`config.mk`:
```
export PLATFORM = sky130hd
export DESIGN_NAME = mma_seq
export DESIGN_NICKNAME = d
export VERILOG_FILES = /design/src/hdl/mma_pkg.sv /design/src/hdl/mma_seq.sv
export SDC_FILE = /design/constraint.sdc
export NUM_CORES = 1
export LEC_CHECK = 0
export ABC_CLOCK_PERIOD_IN_PS = 4360
export BUFFER_PORTS_ARGS = -buffer_cell sky130_fd_sc_hd__clkbuf_2
export CAP_MARGIN = 10
export CORE_AREA = 2 2 39 41
export CTS_BUF_LIST = sky130_fd_sc_hd__clkbuf_4
export CTS_CLUSTER_DIAMETER = 30
export CTS_CLUSTER_SIZE = 40
export DETAILED_ROUTE_END_ITERATION = 16
export DIE_AREA = 0 0 41 43
export PLACE_DENSITY = 0.61
export SYNTH_ARGS = -nofsm -noshare
export SYNTH_HDL_FRONTEND = slang
export SYNTH_SLANG_ARGS = --single-unit
```
`constraint.sdc`:
```
create_clock -name clk -period 4.36 [get_ports clk]
set_input_delay 0.436 -clock clk [delete_from_list [all_inputs] [get_ports clk]]
set_output_delay 0.436 -clock clk [all_outputs]
set_load 0.02 [all_outputs]
```
`src/hdl/mma_pkg.sv`:
```
// shared types, constants, microcode table and helpers for the matrix multiply-accumulate block
package mma_pkg;

	localparam int MAX_DIM   = 8;
	localparam int IDX_W     = $clog2(MAX_DIM);
	localparam int ADDR_W    = 2 * IDX_W;
	localparam int DEPTH     = MAX_DIM * MAX_DIM;
	localparam int DATA_W    = 32;
	localparam int DIM_W     = 4;
	localparam int FRAC_W    = 16;
	localparam int PROD_W    = 2 * DATA_W;
	// sum of MAX_DIM truncated products plus a 32-bit start value, with headroom
	localparam int ACC_W     = PROD_W - FRAC_W + $clog2(MAX_DIM) + 1;
	localparam int UPC_W     = 3;
	localparam int CFG_IDX_W = 2;

	// configuration register indexes
	localparam logic [CFG_IDX_W-1:0] CFG_ROWS_A    = 2'd0;
	localparam logic [CFG_IDX_W-1:0] CFG_INNER_DIM = 2'd1;
	localparam logic [CFG_IDX_W-1:0] CFG_COLS_B    = 2'd2;

	typedef enum logic [1:0] {
		KIND_LOAD_A  = 2'd0,
		KIND_LOAD_B  = 2'd1,
		KIND_LOAD_C  = 2'd2,
		KIND_COMPUTE = 2'd3
	} kind_t;

	// sequencer branch conditions
	typedef enum logic [2:0] {
		COND_NEXT,
		COND_JUMP,
		COND_WAIT_CMD,
		COND_K_MORE,
		COND_WAIT_OUT
	} cond_t;

	// microprogram step addresses
	localparam logic [UPC_W-1:0] STEP_IDLE   = 3'd0;
	localparam logic [UPC_W-1:0] STEP_RD_C   = 3'd1;
	localparam logic [UPC_W-1:0] STEP_LD_ACC = 3'd2;
	localparam logic [UPC_W-1:0] STEP_RD_AB  = 3'd3;
	localparam logic [UPC_W-1:0] STEP_MUL    = 3'd4;
	localparam logic [UPC_W-1:0] STEP_ADD    = 3'd5;
	localparam logic [UPC_W-1:0] STEP_EMIT   = 3'd6;
	localparam logic [UPC_W-1:0] STEP_LOOP   = 3'd7;

	typedef struct packed {
		logic               idle;
		logic               rd_c;
		logic               ld_acc;
		logic               rd_ab;
		logic               mul;
		logic               add;
		logic               emit;
		cond_t              cond;
		logic [UPC_W-1:0]   target;
	} mma_ctrl_t;

	typedef struct packed {
		logic cmd_go;
		logic k_more;
		logic last_elem;
		logic out_free;
	} mma_stat_t;

	// control store
	function automatic mma_ctrl_t ucode(input logic [UPC_W-1:0] upc);
		mma_ctrl_t w;
		w = '0;
		w.cond = COND_NEXT;
		w.target = STEP_IDLE;
		case (upc)
			STEP_IDLE: begin
				w.idle = 1'b1;
				w.cond = COND_WAIT_CMD;
			end
			STEP_RD_C: begin
				w.rd_c = 1'b1;
			end
			STEP_LD_ACC: begin
				w.ld_acc = 1'b1;
			end
			STEP_RD_AB: begin
				w.rd_ab = 1'b1;
			end
			STEP_MUL: begin
				w.mul = 1'b1;
			end
			STEP_ADD: begin
				w.add = 1'b1;
				w.cond = COND_K_MORE;
				w.target = STEP_RD_AB;
			end
			STEP_EMIT: begin
				w.emit = 1'b1;
				w.cond = COND_WAIT_OUT;
				w.target = STEP_IDLE;
			end
			STEP_LOOP: begin
				w.cond = COND_JUMP;
				w.target = STEP_RD_C;
			end
			default: begin
				w.cond = COND_JUMP;
				w.target = STEP_IDLE;
			end
		endcase
		return w;
	endfunction

	// last valid index for a dimension register; zero acts as one, above MAX_DIM as MAX_DIM
	function automatic logic [IDX_W-1:0] dim_last(input logic [DIM_W-1:0] d);
		logic [IDX_W-1:0] l;
		if (d == '0) begin
			l = '0;
		end else if (d > DIM_W'(MAX_DIM)) begin
			l = IDX_W'(MAX_DIM - 1);
		end else begin
			l = IDX_W'(d - DIM_W'(1));
		end
		return l;
	endfunction

endpackage

```
`src/hdl/mma_seq.sv`:
```
// microcode sequencer: step counter, control store lookup and branch logic
module mma_seq (
	input  logic                clk,
	input  logic                arst_n,
	input  mma_pkg::mma_stat_t  stat,
	output mma_pkg::mma_ctrl_t  ctrl
);

	logic [mma_pkg::UPC_W-1:0] upc_q;
	logic [mma_pkg::UPC_W-1:0] upc_next;
	logic [mma_pkg::UPC_W-1:0] upc_inc;

	always_ff @(posedge clk or negedge arst_n) begin
		if (!arst_n) begin
			upc_q <= mma_pkg::STEP_IDLE;
		end else begin
			upc_q <= upc_next;
		end
	end

	always_comb begin
		ctrl = mma_pkg::ucode(upc_q);
		upc_inc = upc_q + mma_pkg::UPC_W'(1);
		case (ctrl.cond)
			mma_pkg::COND_NEXT:     upc_next = upc_inc;
			mma_pkg::COND_JUMP:     upc_next = ctrl.target;
			mma_pkg::COND_WAIT_CMD: upc_next = stat.cmd_go ? upc_inc : upc_q;
			mma_pkg::COND_K_MORE:   upc_next = stat.k_more ? ctrl.target : upc_inc;
			mma_pkg::COND_WAIT_OUT: begin
				if (!stat.out_free) begin
					upc_next = upc_q;
				end else if (stat.last_elem) begin
					upc_next = ctrl.target;
				end else begin
					upc_next = upc_inc;
				end
			end
			default: upc_next = mma_pkg::STEP_IDLE;
		endcase
	end

endmodule

```
# ---- After elaboration in Yosys (flattened, before gate mapping)
# Index checks and enable logic that the tools add are counted.
dict set report totals {
  regBits 3
  out_inout_bits 13
  wordCells 32
}
dict set report op_classes {
  add_sub_neg 1
  n_eq_ne 13
  muxes 14
  n_reduce_logical 3
}
# cell count
set op_table {}
lappend op_table {{equality test 3 bit (second input constant)} 5}
lappend op_table {{case mux 3 bit (5 select lines)} 1}
lappend op_table {{equality test 3 x 2 -> 1 bit (second input constant)} 4}
lappend op_table {{two-way mux 3 bit} 4}
lappend op_table {{case mux 3 bit (4 select lines)} 1}
lappend op_table {{two-way mux 1 bit} 7}
lappend op_table {{equality test 3 x 1 -> 1 bit (second input constant)} 2}
lappend op_table {{zero test 3 bit} 2}
lappend op_table {{inequality test 2 bit (second input constant)} 2}
lappend op_table {{case mux 2 bit (2 select lines)} 1}
lappend op_table {{adder 3 x 1 -> 3 bit (second input constant)} 1}
lappend op_table {{AND reduction 2 bit} 1}

# ---- Depth between registers and ports, before layout
dict set report logic_depth {
  word_depth 5
  depth_mapped 7
  ltp_nobuf 7
}

# ---- Least setup slack after synthesis
# OpenSTA, ideal clock, no wires.
dict set report synth_timing {
  path_type {flip-flop to flip-flop}
  from {register upc_q[0] (netlist bit)}
  to {register upc_q[0] (netlist bit)}
  setup_time_ps 66
  arrival_time_ps 1605
  setup_slack_ps 2689
  stages_incl_launch_ff 8
  path_buffers 0
  path_cell_list {dfrtp_1 > inv_1 > ha_1 > nand2_1 > inv_1 > a211o_1 > a21oi_2 > a22o_1}
}
# item line
set synth_rtl {}
lappend synth_rtl {{from (decl)} mma_seq.sv:9} ;# logic [mma_pkg::UPC_W-1:0] upc_q;
lappend synth_rtl {{from (signal assigned)} mma_seq.sv:15} ;# upc_q <= mma_pkg::STEP_IDLE;
lappend synth_rtl {{from (signal assigned)} mma_seq.sv:17} ;# upc_q <= upc_next;

==> reports/metrics.cfg <==
[outcome]
status=completed

[floorplanning]
die_y_um=43
dieWidth_um=41
ios=19
initial_utilization_pct=27.9
std_cell_rows=14
coreArea_um2=1380
die_area_um2=1760

[grt]
antenna_found_initial=0
grt.total_usage_pct=11.3
grt_pass1_vias=344
grt_max_degree=15
overflow=0
grt_pass1_wl_um=1400

[route]
wl_met1_um=446
drt_iter0_drc=7
wl_um=899
first_pass_iters=4
wl_met2_um=402
ant_nets=0
routedWlPerCell_um=10.2
drc_errors=0
vias=402
top_layer=met3
dr_wl_met3_um=49
via_per_inst=4.57

[setup_path]
critPathCapture=ctrl[5]
r2r_slack_ns=2.60
arrival_ns=1.53
reg2reg_to=upc_q[0]
critPathKind=flip-flop to output port
cp.required_ns=3.92
reg2regPathDepth=7
end_kind=output port
r2r_start=upc_q[0]
start_kind=flip-flop
worstPathMaxFanout=10
crit_path_start=upc_q[0]

[synthesis]
ys_ff_latch=3
synthCells=52
synth_cell_type_count=26
yosysTopAreaCellShare_pct=19.4
synth.avg_cell_area_um2=7.44
synth_top_cell_by_area=dfrtp_1
syn-cell-area_um2=387
ys_top_cells_by_area=dfrtp_1 (19%), ha_1 (16%), inv_1 (9.7%), a22o_1 (6.8%), nand2_1 (5.8%)
syn_nets=63
yosysWarningCount=0
yosysSeqAreaShare_pct=19.4

[clock_tree]
clk_pin_slew_ns=0.04
cts_tree=yes
cts_setup_buffers=0
cts_made_buffers=3
root_buffer=clkbuf_4
clkLatencyLatePin_ns=0.23
numClockSinks=3
cts_resized=0
cts.htree.levels=1
clk_path_buf_depth=2

[final_layout]
regMostFlops=upc_q
reg.largest.list=upc_q x3
multi_input_area_um2=262
largest_reg_flops=3
n_fill_cell=149
final-instance-count-excl-fill=88
layout_common_cells=clkbuf_2 (17), inv_1 (10), nand2_1 (6)
syn2layout_area_growth_pct=34.3
drive_above_1_share_pct=33.3
final_common_cell=clkbuf_2
seqCellArea_um2=75.1
finalInstanceArea_um2=519
diodes=0
nets=84

[place]
postPlaceCellArea_um2=479
place_hpwl_um=684
place_congestion=0.774
dp_cells=83
numPortBuffers=17

[sta]
slew_violations=0
max_freq_mhz=507
rsz0062_at_grt=no
finClkSkew_ns=0.00158
post-route-min-period_ns=1.97
finalCritPeriodShare_pct=45.2
setup_tns_ns=0
finalHoldViolations=0
timing.hold.ws_ns=0.533
setup_viol=0

[power_and_ir_drop]
p_per_area_nw_per_um2=824
power_leakage_nw=0.328
p_total_uw=428
ir_worst_vdd_mv=0.331

[hold_path]
hold_path.class=input port to asynchronous set/reset pin

[job]
cap_violations=0

how the worst min path moves through the flow:
stage / startpoint / to / slack (ns) / cells past startpoint
2_1_floorplan: arst_n / upc_q[0] / 0.14 / 0
3_3_place_gp: arst_n / upc_q[2] / 0.23 / 1
3_5_place_dp: arst_n / upc_q[2] / 0.24 / 1
4_1_cts: arst_n / upc_q[2] / 0.52 / 2
5_1_grt: arst_n / upc_q[2] / 0.55 / 2
6_report: arst_n / upc_q[2] / 0.53 / 2
Yosys cell counts:
library cell   n
a211o_1        1
nor2b_1        2
a21oi_1        1
a31oi_1        1
a2bb2oi_1      1
inv_1         10
or3_1          1
a22oi_1        1
nor3_1         1
nand2_1        6
nand2b_1       1
a21o_1         1
dfrtp_1        3
o21ai_0        4
buf_4          1
nand2_2        1
a21oi_2        1
and3_1         1
a22o_1         3
buf_2          1
nand4b_1       1
nor2_1         1
ha_1           5
conb_1         1
nand2b_4       1
o21ai_1        1
stage by stage:
stage | setup WS [ns] | util [%]
floorplan | 2.69 | -
global placement | 2.61 | 34.6
detailed placement | 2.59 | 34.6
CTS | 2.37 | 37.5
global route | 2.23 | 37.5
finish | 2.39 | 37.5
timing repair:
item / 4_1_cts / 5_1_grt
setup endpoints to repair: 0 / 0
hold buffers: 1 / 0
endpoints found under the hold margin: 3 / 0
report_power, final:
| part | switching, mW | leakage [nW] | internal [mW] |
|---|---|---|---|
| registers | 0.0342 | 0.0363 | 0.0433 |
| logic | 0.172 | 0.274 | 0.123 |
| clock network | 0.0147 | 0.0184 | 0.0405 |
| total | 0.221 | 0.328 | 0.207 |
worst max-delay path, stage by stage (launching register included):
cell and delay [ns]:
dfrtp_1 0.47, inv_1 0.16, ha_1 0.28, nand2_1 0.13, inv_1 0.10, clkbuf_2 0.17
routing by layer:
metal,GRT usage (%),vias to the layer above
met5,0,-
met1,17.0,178
met3,3.14,0
met2,15.0,11
met4,4.00,0
li1,-,213
logic make-up (layout without fill, tap and decap cells):
| logic type | count (synthesis) | in the layout | share of synthesized area, % |
|---|---|---|---|
| buffers and inverters | 12 | 32 | 12.9 |
| AOI/OAI and AO/OA | 15 | 15 | 26.9 |
| adders and majority gates | 5 | 5 | 16.2 |
| and+or+nand+nor | 16 | 16 | 23.6 |
| DFF | 3 | 3 | 19.4 |
| other | 1 | 1 | 0.970 |
final cells by class:
cell class	instances	area share, %
multi-input combinational	37	50.4
timing repair buffer	18	18.3
sequential	3	14.5
inverter	10	7.23
clock buffer	4	5.78
tap	16	3.86
No activity file was read; power rests on OpenSTA's default activity.
